===== src/tshash_pkg.sv =====
package tshash_pkg;

    localparam int HASH_W = 64;
    localparam int HALF_W = 32;

    localparam logic [HALF_W-1:0] SEED_DEF32   = 32'h7FED7FED;
    localparam logic [HASH_W-1:0] SEED_DEF64   = 64'h7FED7FED7FED7FED;
    localparam logic [HALF_W-1:0] ADJ_INIT32   = 32'hEEEEEEEE;
    localparam logic [HASH_W-1:0] ADJ_INIT64   = 64'hEEEEEEEEEEEEEEEE;
    localparam logic [HASH_W-1:0] ADJ_BIAS     = 64'd3;
    localparam int               ADJ_SHIFT    = 5;

    localparam logic [7:0] CHAR_LOWER_A = 8'h61;
    localparam logic [7:0] CHAR_LOWER_Z = 8'h7A;
    localparam logic [7:0] CHAR_CASE    = 8'h20;
    localparam logic [7:0] CHAR_SLASH   = 8'h2F;
    localparam logic [7:0] CHAR_BSLASH  = 8'h5C;

    localparam logic [HALF_W-1:0] TAB32 [16] = '{
        32'h486E26EE, 32'hDCAA16B3, 32'hE1918EEF, 32'h202DAFDB,
        32'h341C7DC7, 32'h1C365303, 32'h40EF2D37, 32'h65FD5E49,
        32'hD6057177, 32'h904ECE93, 32'h1C38024F, 32'h98FD323B,
        32'hE3061AE7, 32'hA39B0FA1, 32'h9797F25F, 32'hE4444563
    };

    localparam logic [HASH_W-1:0] TAB64 [16] = '{
        64'h486E26EEDCAA16B3, 64'hE1918EEF202DAFDB,
        64'h341C7DC71C365303, 64'h40EF2D3765FD5E49,
        64'hD6057177904ECE93, 64'h1C38024F98FD323B,
        64'hE3061AE7A39B0FA1, 64'h9797F25FE4444563,
        64'hCD2EC20C8DC1B898, 64'h31759633799A306D,
        64'h8C2063852E6E9627, 64'h79237D9973922C66,
        64'h8728628D28628824, 64'h8F1F7E9625887795,
        64'h296E3281389C0D60, 64'h6F4893CA61636542
    };

    typedef enum logic [1:0] {
        REG_CASE_SENSITIVE = 2'd0,
        REG_WIDE_MODE      = 2'd1,
        REG_WIDE_SUBTRACTS = 2'd2,
        REG_SEED_VALUE     = 2'd3
    } cfg_reg_t;

    typedef struct packed {
        logic case_sensitive;
        logic wide_mode;
        logic wide_subtracts;
    } mode_t;

endpackage


===== src/tshash_if.sv =====
interface tshash_byte_if;
    logic       valid;
    logic       ready;
    logic [7:0] char_byte;
    logic       has_byte;
    logic       last_byte;

    modport source (output valid, output char_byte, output has_byte, output last_byte,
                    input ready);
    modport sink   (input valid, input char_byte, input has_byte, input last_byte,
                    output ready);
endinterface

interface tshash_hash_if;
    logic        valid;
    logic        ready;
    logic [63:0] hash_out;

    modport source (output valid, output hash_out, input ready);
    modport sink   (input valid, input hash_out, output ready);
endinterface


===== src/table_string_hash_32_64.sv =====
// Channel     Role   Payload                          Beat
// char_chan   sink   char_byte[8] has_byte last_byte  one string byte or end mark
// hash_chan   source hash_out[64]                     one hash per string
// cfg port    write  cfg_we cfg_index[2] cfg_data[64] one register write
//
// One byte per cycle sustained unless the hash beat stalls; input beat is
// registered, then the hash/adjust update (add, xor, 33x add chain) writes
// state and, on a last beat, the result register that drives the hash beat.
// rst_n clears config, state and valid flags; the next beat starts a string.
// A stalled hash beat stops the update stage; input still fills the empty slot.
module table_string_hash_32_64
(
    input  logic                clk,
    input  logic                rst_n,
    tshash_byte_if.sink         char_chan,
    tshash_hash_if.source       hash_chan,
    input  logic                cfg_we,
    input  logic [1:0]          cfg_index,
    input  logic [63:0]         cfg_data
);

    tshash_pkg::mode_t mode;

    logic        case_sensitive_reg;
    logic        wide_mode_reg;
    logic        wide_subtracts_reg;
    logic [63:0] seed_reg;

    logic        s1_valid_reg;
    logic [7:0]  s1_char_reg;
    logic        s1_has_reg;
    logic        s1_last_reg;

    logic [63:0] hash_reg;
    logic [63:0] adj_reg;
    logic        in_string_reg;

    logic        out_valid_reg;
    logic [63:0] out_hash_reg;

    logic [63:0] hash_next;
    logic [63:0] adj_next;
    logic [63:0] hash_final;

    logic        s1_go;
    logic        in_fire;

    assign mode = '{case_sensitive: case_sensitive_reg,
                    wide_mode:      wide_mode_reg,
                    wide_subtracts: wide_subtracts_reg};

    assign s1_go          = s1_valid_reg && (!out_valid_reg || hash_chan.ready);
    assign char_chan.ready = !s1_valid_reg || s1_go;
    assign in_fire        = char_chan.valid && char_chan.ready;

    assign hash_chan.valid    = out_valid_reg;
    assign hash_chan.hash_out = out_hash_reg;

    tshash_mix u_mix
    (
        .mode       (mode),
        .seed       (seed_reg),
        .start      (!in_string_reg),
        .hash_cur   (hash_reg),
        .adj_cur    (adj_reg),
        .char_byte  (s1_char_reg),
        .has_byte   (s1_has_reg),
        .hash_next  (hash_next),
        .adj_next   (adj_next),
        .hash_final (hash_final)
    );

    always_ff @(posedge clk or negedge rst_n)
    begin
        if (!rst_n)
        begin
            case_sensitive_reg <= 1'b0;
            wide_mode_reg      <= 1'b0;
            wide_subtracts_reg <= 1'b0;
            seed_reg           <= '0;
        end
        else if (cfg_we)
        begin
            case (cfg_index)
                tshash_pkg::REG_CASE_SENSITIVE: case_sensitive_reg <= cfg_data[0];
                tshash_pkg::REG_WIDE_MODE:      wide_mode_reg      <= cfg_data[0];
                tshash_pkg::REG_WIDE_SUBTRACTS: wide_subtracts_reg <= cfg_data[0];
                tshash_pkg::REG_SEED_VALUE:     seed_reg           <= cfg_data;
                default:                        seed_reg           <= seed_reg;
            endcase
        end
    end

    always_ff @(posedge clk or negedge rst_n)
    begin
        if (!rst_n)
        begin
            s1_valid_reg  <= 1'b0;
            hash_reg      <= '0;
            adj_reg       <= '0;
            in_string_reg <= 1'b0;
            out_valid_reg <= 1'b0;
        end
        else
        begin
            if (in_fire)
            begin
                s1_valid_reg <= 1'b1;
            end
            else if (s1_go)
            begin
                s1_valid_reg <= 1'b0;
            end

            if (s1_go)
            begin
                hash_reg      <= hash_next;
                adj_reg       <= adj_next;
                in_string_reg <= !s1_last_reg;
            end

            if (s1_go && s1_last_reg)
            begin
                out_valid_reg <= 1'b1;
            end
            else if (hash_chan.ready)
            begin
                out_valid_reg <= 1'b0;
            end
        end
    end

    always_ff @(posedge clk)
    begin
        if (in_fire)
        begin
            s1_char_reg <= char_chan.char_byte;
            s1_has_reg  <= char_chan.has_byte;
            s1_last_reg <= char_chan.last_byte;
        end
        if (s1_go && s1_last_reg)
        begin
            out_hash_reg <= hash_final;
        end
    end

    a_last_emits: assert property (@(posedge clk) disable iff (!rst_n)
        s1_go && s1_last_reg |=> hash_chan.valid)
        else $error("last beat did not produce a hash beat");

    a_last_ends_string: assert property (@(posedge clk) disable iff (!rst_n)
        s1_go && s1_last_reg |=> !in_string_reg)
        else $error("string not closed after last beat");

    a_hash_nonzero: assert property (@(posedge clk) disable iff (!rst_n)
        hash_chan.valid |-> hash_chan.hash_out != 64'd0)
        else $error("zero hash emitted");

    a_empty_ready: assert property (@(posedge clk) disable iff (!rst_n)
        !s1_valid_reg |-> char_chan.ready)
        else $error("input stalled with empty update stage");

endmodule


===== src/tshash_mix.sv =====
module tshash_mix
(
    input  tshash_pkg::mode_t   mode,
    input  logic [63:0]         seed,
    input  logic                start,
    input  logic [63:0]         hash_cur,
    input  logic [63:0]         adj_cur,
    input  logic [7:0]          char_byte,
    input  logic                has_byte,
    output logic [63:0]         hash_next,
    output logic [63:0]         adj_next,
    output logic [63:0]         hash_final
);

    logic [7:0]  c;
    logic [63:0] h_start;
    logic [63:0] a_start;
    logic [63:0] h_op;
    logic [63:0] a_op;
    logic [63:0] t_hi;
    logic [63:0] t_lo;
    logic [31:0] t32;
    logic [63:0] mix;
    logic [63:0] h_new;
    logic [63:0] a_new;
    logic [63:0] h_masked;

    // case folding and slash-to-backslash mapping
    always_comb
    begin
        c = char_byte;
        if (!mode.case_sensitive)
        begin
            if (c inside {[tshash_pkg::CHAR_LOWER_A:tshash_pkg::CHAR_LOWER_Z]})
            begin
                c = c - tshash_pkg::CHAR_CASE;
            end
            if (c == tshash_pkg::CHAR_SLASH)
            begin
                c = tshash_pkg::CHAR_BSLASH;
            end
        end
    end

    // string start loads seed or defaults
    always_comb
    begin
        if (!start)
        begin
            h_start = hash_cur;
            a_start = adj_cur;
        end
        else if (mode.wide_mode)
        begin
            h_start = (seed != '0) ? seed : tshash_pkg::SEED_DEF64;
            a_start = tshash_pkg::ADJ_INIT64;
        end
        else
        begin
            h_start = {32'd0, (seed[31:0] != '0) ? seed[31:0] : tshash_pkg::SEED_DEF32};
            a_start = {32'd0, tshash_pkg::ADJ_INIT32};
        end
    end

    always_comb
    begin
        h_op = mode.wide_mode ? h_start : {32'd0, h_start[31:0]};
        a_op = mode.wide_mode ? a_start : {32'd0, a_start[31:0]};
        t_hi = tshash_pkg::TAB64[c[7:4]];
        t_lo = tshash_pkg::TAB64[c[3:0]];
        t32  = tshash_pkg::TAB32[c[7:4]] - tshash_pkg::TAB32[c[3:0]];
        if (!mode.wide_mode)
        begin
            mix = {32'd0, t32};
        end
        else if (mode.wide_subtracts)
        begin
            mix = t_hi - t_lo;
        end
        else
        begin
            mix = t_hi + t_lo;
        end
        h_new = mix ^ (a_op + h_op);
        a_new = (a_op << tshash_pkg::ADJ_SHIFT) + a_op + h_new + {56'd0, c}
                + tshash_pkg::ADJ_BIAS;
        if (!mode.wide_mode)
        begin
            h_new = {32'd0, h_new[31:0]};
            a_new = {32'd0, a_new[31:0]};
        end
    end

    assign hash_next = has_byte ? h_new : h_start;
    assign adj_next  = has_byte ? a_new : a_start;
    assign h_masked  = mode.wide_mode ? hash_next : {32'd0, hash_next[31:0]};
    assign hash_final = (h_masked == '0) ? 64'd1 : h_masked;

endmodule

===== src/flat_wrapper.sv =====
// flat-port wrapper written by rule: the top's interface ports become plain ports
module table_string_hash_32_64_flat 
  (clk, rst_n, cfg_we, cfg_index, cfg_data, char_chan_valid, char_chan_char_byte, char_chan_has_byte, char_chan_last_byte, char_chan_ready, hash_chan_valid, hash_chan_hash_out, hash_chan_ready);
  tshash_byte_if char_chan_i ();
  tshash_hash_if hash_chan_i ();
  input  logic clk;
  input  logic rst_n;
  input  logic cfg_we;
  input  logic [1:0] cfg_index;
  input  logic [63:0] cfg_data;
  input wire logic [$bits(char_chan_i.valid)-1:0] char_chan_valid;
  input wire logic [$bits(char_chan_i.char_byte)-1:0] char_chan_char_byte;
  input wire logic [$bits(char_chan_i.has_byte)-1:0] char_chan_has_byte;
  input wire logic [$bits(char_chan_i.last_byte)-1:0] char_chan_last_byte;
  output wire logic [$bits(char_chan_i.ready)-1:0] char_chan_ready;
  output wire logic [$bits(hash_chan_i.valid)-1:0] hash_chan_valid;
  output wire logic [$bits(hash_chan_i.hash_out)-1:0] hash_chan_hash_out;
  input wire logic [$bits(hash_chan_i.ready)-1:0] hash_chan_ready;
  assign char_chan_i.valid = char_chan_valid;
  assign char_chan_i.char_byte = char_chan_char_byte;
  assign char_chan_i.has_byte = char_chan_has_byte;
  assign char_chan_i.last_byte = char_chan_last_byte;
  assign char_chan_ready = char_chan_i.ready;
  assign hash_chan_valid = hash_chan_i.valid;
  assign hash_chan_hash_out = hash_chan_i.hash_out;
  assign hash_chan_i.ready = hash_chan_ready;
  table_string_hash_32_64 u_core (.clk(clk), .rst_n(rst_n), .char_chan(char_chan_i), .hash_chan(hash_chan_i), .cfg_we(cfg_we), .cfg_index(cfg_index), .cfg_data(cfg_data));
endmodule

===== config.mk =====
export PLATFORM = sky130hd
export DESIGN_NAME = table_string_hash_32_64_flat
export DESIGN_NICKNAME = d
export VERILOG_FILES = /design/src/tshash_pkg.sv /design/src/tshash_if.sv /design/src/table_string_hash_32_64.sv /design/src/tshash_mix.sv /design/src/flat_wrapper.sv
export SDC_FILE = /design/constraint.sdc
export NUM_CORES = 2
export LEC_CHECK = 0
export BUFFER_PORTS_ARGS = -buffer_cell sky130_fd_sc_hd__buf_2
export CAP_MARGIN = 15
export CORE_MARGIN = 2
export CORE_UTILIZATION = 45
export DETAILED_ROUTE_END_ITERATION = 10
export GPL_TIMING_DRIVEN = 1
export HOLD_SLACK_MARGIN = 0.15
export PLACE_DENSITY_LB_ADDON = 0.12
export RECOVER_POWER = 50
export SLEW_MARGIN = 20
export SYNTH_ARGS = -nofsm -noshare
export SYNTH_HDL_FRONTEND = slang
export SYNTH_SLANG_ARGS = --single-unit

===== constraint.sdc =====
create_clock -name clk -period 11 [get_ports clk]
set_input_delay 1.65 -clock clk [delete_from_list [all_inputs] [get_ports clk]]
set_output_delay 1.65 -clock clk [all_outputs]
set_load 0.02 [all_outputs]

==> Word level (Yosys, flattened, before mapping) <==
Memory sizes are Yosys's and may differ from the RTL's.
Index checks and enable logic that the tools add are counted.
{ "classes": {"addsub": 9, "n_lt_le_gt_ge": 4, "n_eq_ne": 4, "muxes": 31, "n_bitwise": 3, "n_reduce_logical": 19} }
{ "ops": {"columns": ["cell", "count"], "rows": [
  ["2-to-1 mux 64 bit", 18],
  ["adder 64 bit", 4],
  ["2-to-1 mux 32 bit", 5],
  ["adder 64 x 2 -> 64 bit (second input constant)", 1],
  ["adder 64 x 8 -> 64 bit", 1],
  ["zero test 64 bit", 1],
  ["nonzero test 64 bit", 1],
  ["subtractor 64 bit", 1],
  ["XOR 64 bit", 1],
  ["2-to-1 mux 8 bit", 4],
  ["nonzero test 32 bit", 1],
  ["subtractor 32 bit", 1],
  ["greater-or-equal comparator 5 bit (second input constant)", 2],
  ["inverter 4 -> 5 bit", 2],
  ["equality test 8 x 6 -> 1 bit (second input constant)", 1],
  ["greater-or-equal comparator 8 x 7 -> 1 bit (second input constant)", 1],
  ["less-or-equal comparator 8 x 7 -> 1 bit (second input constant)", 1],
  ["AND reduction 2 bit", 4],
  ["subtractor 8 x 6 -> 8 bit (second input constant)", 1],
  ["equality test 2 bit (second input constant)", 2],
  ["logical AND 1 bit", 4],
  ["2-to-1 mux 1 bit", 4],
  ["nonzero test 2 bit", 2],
  ["zero test 1 bit", 3],
  ["3 further kinds", 4]
]} }
{ "totals": {"register_bits": 272, "romBits": 3072, "output_inout_bits": 66, "elab_cells": 87, "mem_count": 4} }
{ "mem_list": {"columns": ["name", "words", "word_bits", "read_ports", "rd_ports_with_merged_regs", "wr", "line_no", "text"], "rows": [
  ["(name not given)", 16, 64, 1, 0, 0, "tshash_mix.sv:70", "t_lo = tshash_pkg::TAB64[c[3:0]];"],
  ["(name not given)", 16, 64, 1, 0, 0, "tshash_mix.sv:69", "t_hi = tshash_pkg::TAB64[c[7:4]];"],
  ["(name not given)", 16, 32, 1, 0, 0, "tshash_mix.sv:71", "t32 = tshash_pkg::TAB32[c[7:4]] - tshash_pkg::TAB32[c[3:0]];"],
  ["(name not given)", 16, 32, 1, 0, 0, "tshash_mix.sv:71", null]
]} }

==> Depth between registers and ports, before layout <==
{ "depth": {"ltp_word": 20, "mapped_depth": 47, "mapped_depth_nobuf": 46} }

==> Cells and area by module <==
Synthesis repeated with hierarchy kept, for this count alone.
{ "hier_totals": {"cells_unflattened": 4330, "hier_area_um2": 35434.0} }
{ "by_module_without_submodules": {"columns": ["module", "instances", "cells_per_inst", "area_each_um2"], "rows": [
  ["tshash_mix", 1, 3827, 25244.2],
  ["table_string_hash_32_64", 1, 503, 10189.8]
]} }

==> Worst setup path before layout <==
No wires, ideal clock.
{ "synth_path": {"kind": "reg-to-reg", "from": "register u_core.s1_char_reg[7]", "to": "register u_core.adj_reg[63]", "t_arrival_ns": 9.443, "required_time_ns": 10.931, "setup_slack_ns": 1.488, "path_stages_with_launch": 44, "cell_sequence": "edfxtp_1 -> or3b_1 -> nor3_1 -> nor2_1 -> inv_2 -> nor2_1 -> ha_1 -> nand2b_1 -> o22ai_1 -> ha_1 -> nand3_1 -> nor3_1 -> nand3_1 -> nor3b_1 -> a31oi_1 -> xor2_1 -> ha_1 -> clkbuf_1 -> (+8 left out) -> xor2_1 -> fa_1 -> ha_1 -> ha_1 -> a21o_1 -> a21o_1 -> a21o_1 -> a21o_1 -> a21o_1 -> a21o_1 -> a21oi_1 -> o21ai_0 -> a21o_1 -> a221oi_1 -> o31ai_1 -> xnor2_1 -> or3_1 -> nand3_1"} }
{ "synth_via": {"elab_chain_len": 20, "word_cells_on_any_way": 34, "cone_classes": "add/sub (7); order compare (2); eq/ne (1); mux (16); bitwise (3); reduce/logical (1); memory (4)"} }
{ "synth_lines": {"columns": ["item", "line_no", "text"], "rows": [
  ["from (decl)", "table_string_hash_32_64.sv:30", "logic [7:0] s1_char_reg;"],
  ["from (signal assigned)", "table_string_hash_32_64.sv:137", "s1_char_reg <= char_chan.char_byte;"],
  ["greater-or-equal comparator 8 x 7 -> 1 bit / less-or-equal comparator 8 x 7 -> 1 bit (equally long branches)", "tshash_mix.sv:34", "if (c inside {[tshash_pkg::CHAR_LOWER_A:tshash_pkg::CHAR_LOWER_Z]})"],
  ["logical AND 1 bit", "tshash_mix.sv:34", null],
  ["2-to-1 mux 8 bit", "tshash_mix.sv:34", null],
  ["2-to-1 mux 8 bit", "tshash_mix.sv:32", "if (!mode.case_sensitive)"],
  ["equality test 8 x 6 -> 1 bit", "tshash_mix.sv:38", "if (c == tshash_pkg::CHAR_SLASH)"],
  ["2-to-1 mux 8 bit", "tshash_mix.sv:38", null],
  ["2-to-1 mux 8 bit (*)", "tshash_mix.sv:32", null],
  ["inverter 4 -> 5 bit (on tied branches)", "tshash_mix.sv:69, tshash_mix.sv:71, tshash_mix.sv:70", null],
  ["(+4 left out)", null, null],
  ["2-to-1 mux 64 bit", "tshash_mix.sv:76", "else if (mode.wide_subtracts)"],
  ["2-to-1 mux 64 bit", "tshash_mix.sv:72", "if (!mode.wide_mode)"],
  ["XOR 64 bit", "tshash_mix.sv:84", "h_new = mix ^ (a_op + h_op);"],
  ["adder 64 bit", "tshash_mix.sv:85", "a_new = (a_op << tshash_pkg::ADJ_SHIFT) + a_op + h_new + {56'd0, c}"],
  ["adder 64 x 8 -> 64 bit (*)", "tshash_mix.sv:85", null],
  ["adder 64 x 2 -> 64 bit (*)", "tshash_mix.sv:86", "+ tshash_pkg::ADJ_BIAS;"],
  ["2-to-1 mux 64 bit (*)", "tshash_mix.sv:87", "if (!mode.wide_mode)"],
  ["2-to-1 mux 64 bit (*)", "tshash_mix.sv:95", "assign adj_next = has_byte ? a_new : a_start;"],
  ["to (signal assigned)", "table_string_hash_32_64.sv:118", "adj_reg <= adj_next;"],
  ["to (decl)", "table_string_hash_32_64.sv:35", "logic [63:0] adj_reg;"]
]} }
Every way passes the cells marked *; elsewhere a longest branch is shown, timed or not. The select of a mux whose other input is x is not followed.
A chain may end at the register's enable or synchronous reset.

==> Worst setup path after layout <==
{ "layout_path": {"from": "register u_core.s1_char_reg[1]", "to": "register u_core.adj_reg[52]"} }
The elaborated chain is that of the path after synthesis.

==> results.ini <==
[critical_path]
reg2reg_depth = 44
crit_path_frequent_cell = buf_4
reg2reg_to = u_core.adj_reg[52]
slowest_delay_ps = 540
cp-end-kind = flop
cpMaxStageDelayCell = fa_1
arrival_ps = 11040
cp_data_required_time_ps = 11490
critPathKind = flop to flop
crit_family = compound AO/OA/AOI/OAI gates
worstPathMaxFanout = 9
startpoint_type = flop
rrSetupSlack_ps = 450
path_buf_inv = 8
rr_startpoint = u_core.s1_char_reg[1]

[clocking]
cts_hold_buffers = 0
cts_max_path_buffers = 3
clock-sinks = 272
cts_root_buf = clkbuf_16
htreeDepth = 1
tritoncts = yes
numCtsBuffers = 31
clock_latency_ps = 620
clk_pin_slew_ps = 80

[logic_synthesis]
synth_area_leaders = dfrtp_1, ha_1, edfxtp_1
ys_seq_area_frac = 0.2165
ys.flop_type = dfrtp_1
syn_nets = 4641
synth_cell_types = 96
ys_warn_count = 0
synth-edff-count = 74
yosysTopAreaCell = dfrtp_1
avgSynthCellArea_um2 = 7.960
synthArstFlopShare = 0.7279
synth_area_um2 = 33150
syn_inst = 4164
synth_top_area_frac = 0.1495
synth-seq-cells = 272

[floorplan]
pin_count = 147
die_area_um2 = 75840
row_count = 99
core_area_um2 = 72960
initial_core_util = 0.4543
die_y_um = 275.4
fp.dieW_um = 275.4

[routing]
routedWlPerCell_um = 25.63
drtIter0Drc = 3173
viasPerCell = 6.237
drt_first_pass_iters = 6
drc = 0
vias = 32380
drtAntennaViolNets = 0
wl_mm = 133.1

[timing]
slew_headroom = -2.551
worst-slew-pin-transition_ps = 5326
setup_viol = 0
fin_skew_ps = 22.32
fin_crit_sh = 0.9594
period_needed_ps = 10550
timing.setup.tns_ps = 0
hold_viol = 0
final-max-slew-violation-count = 190
rsz0062_at_grt = false
clock.fmax_mhz = 94.76

[finish]
final_common_cell = nand2_1
area_delta_synth_final_pct = 8.444
final_cells = 5191
fin_nets = 4682
layout-drive-gt1-share = 0.09267
mostFrequentLayoutCells = nand2_1, a21oi_1, nor2_1
fillers = 7381

[run]
cap_violations = 3

[grt]
first_global_vias = 30790
gr-total-overflow = 0
grt_pass1_wl_mm = 197.6
antenna_found_initial = 6
grt_max_degree = 95
grt_usage = 0.3448

[hold_path]
worstHoldStart = u_core.hash_reg[3]
holdPathEnd = u_core.hash_reg[3]
min_path_type = flop to flop
hold_depth = 2

[placement]
place.gp.congestion = 0.9783
dp_cells = 5127
io_buffers = 146
hpwl_mm = 106.1

[status]
outcome = finished with violations
failed_checks = max-capacitance violations, max-slew violations

-- tightest hold or removal path, stage by stage, from the launching register on --
cell     delay (ps)
dfrtp_1         330
nand2_1          50
nand2_1          50
-- layout make-up --
type	count	area [um^2]	share of cell area
diodes	2	5.005	0.0001392
inverters	221	832.0	0.02315
clock inverters	12	122.6	0.003411
flip-flops and latches	272	7186	0.1999
repair buffers	239	1349	0.03752
well taps	959	1200	0.03338
multi-input cells	3440	24360	0.6777
clock buffers	46	892.1	0.02482
-- routing by layer --
metal	vias to the layer above	routed length (um)	GRT usage	share of wire
li1	15150	-	-	-
met1	15740	56940	0.4573	0.43
met2	1220	60560	0.5601	0.46
met3	262	7712	0.03515	0.058
met4	6	7808	0.1707	0.059
met5	-	40	0	0.00030
-- per-stage QoR --
stage | hold slack (ps) | setup WS [ps] | utilization | instance area, um^2
2_1_floorplan | 437.2 | 1488 | - | 33150
3_3_place_gp | 451.1 | -13.30 | 0.4786 | 34920
3_5_place_dp | 454.1 | -114.7 | 0.4786 | 34920
4_1_cts | 470.1 | 21.75 | 0.4929 | 35960
5_1_grt | 485.0 | 14.99 | 0.4926 | 35940
6_report | 465.1 | 446.9 | 0.4927 | 35940
-- timing repair --
action	4_1_cts	5_1_grt
pin swaps	0	3
endpoints found under the setup margin	4	21
setup buffers	0	4
gates resized for setup	4	15
-- synth_stat cells, types with 57 or more instances --
master and number:
nor3_1 85, dfrtp_1 198, a21o_1 118, nand2_1 419, nand3_1 87, nor2_1 330, a21oi_1 370, fa_1 69
nand2b_1 82, ha_1 327, and2_1 57, edfxtp_1 74, clkbuf_1 188, o21ai_0 289, inv_1 216, mux2_2 94
xor2_1 96, xnor2_1 204
-- cell families after synthesis --
logic type / synth area share
AO/OA/AOI/OAI: 0.2545
AND/OR/NAND/NOR: 0.1868
buffers and inverters: 0.05179
adder cells (fa/ha/maj): 0.1651
XOR/XNOR: 0.08275
flip-flops: 0.2165
multiplexers: 0.04251
-- worst max path at each step --
stage / from / depth (start not counted) / to
after detailed placement: u_core.s1_char_reg[1] / 38 / u_core.adj_reg[52]
after global routing: u_core.s1_char_reg[1] / 41 / u_core.adj_reg[62]
after CTS: u_core.s1_char_reg[1] / 38 / u_core.adj_reg[52]
after global placement: u_core.s1_char_reg[1] / 45 / u_core.adj_reg[63]
after floorplan: u_core.s1_char_reg[7] / 43 / u_core.adj_reg[63]
final: u_core.s1_char_reg[1] / 44 / u_core.adj_reg[52]
Power is not shown: default switching activity piles up to over one toggle a cycle in this logic, so the estimate is an artifact.
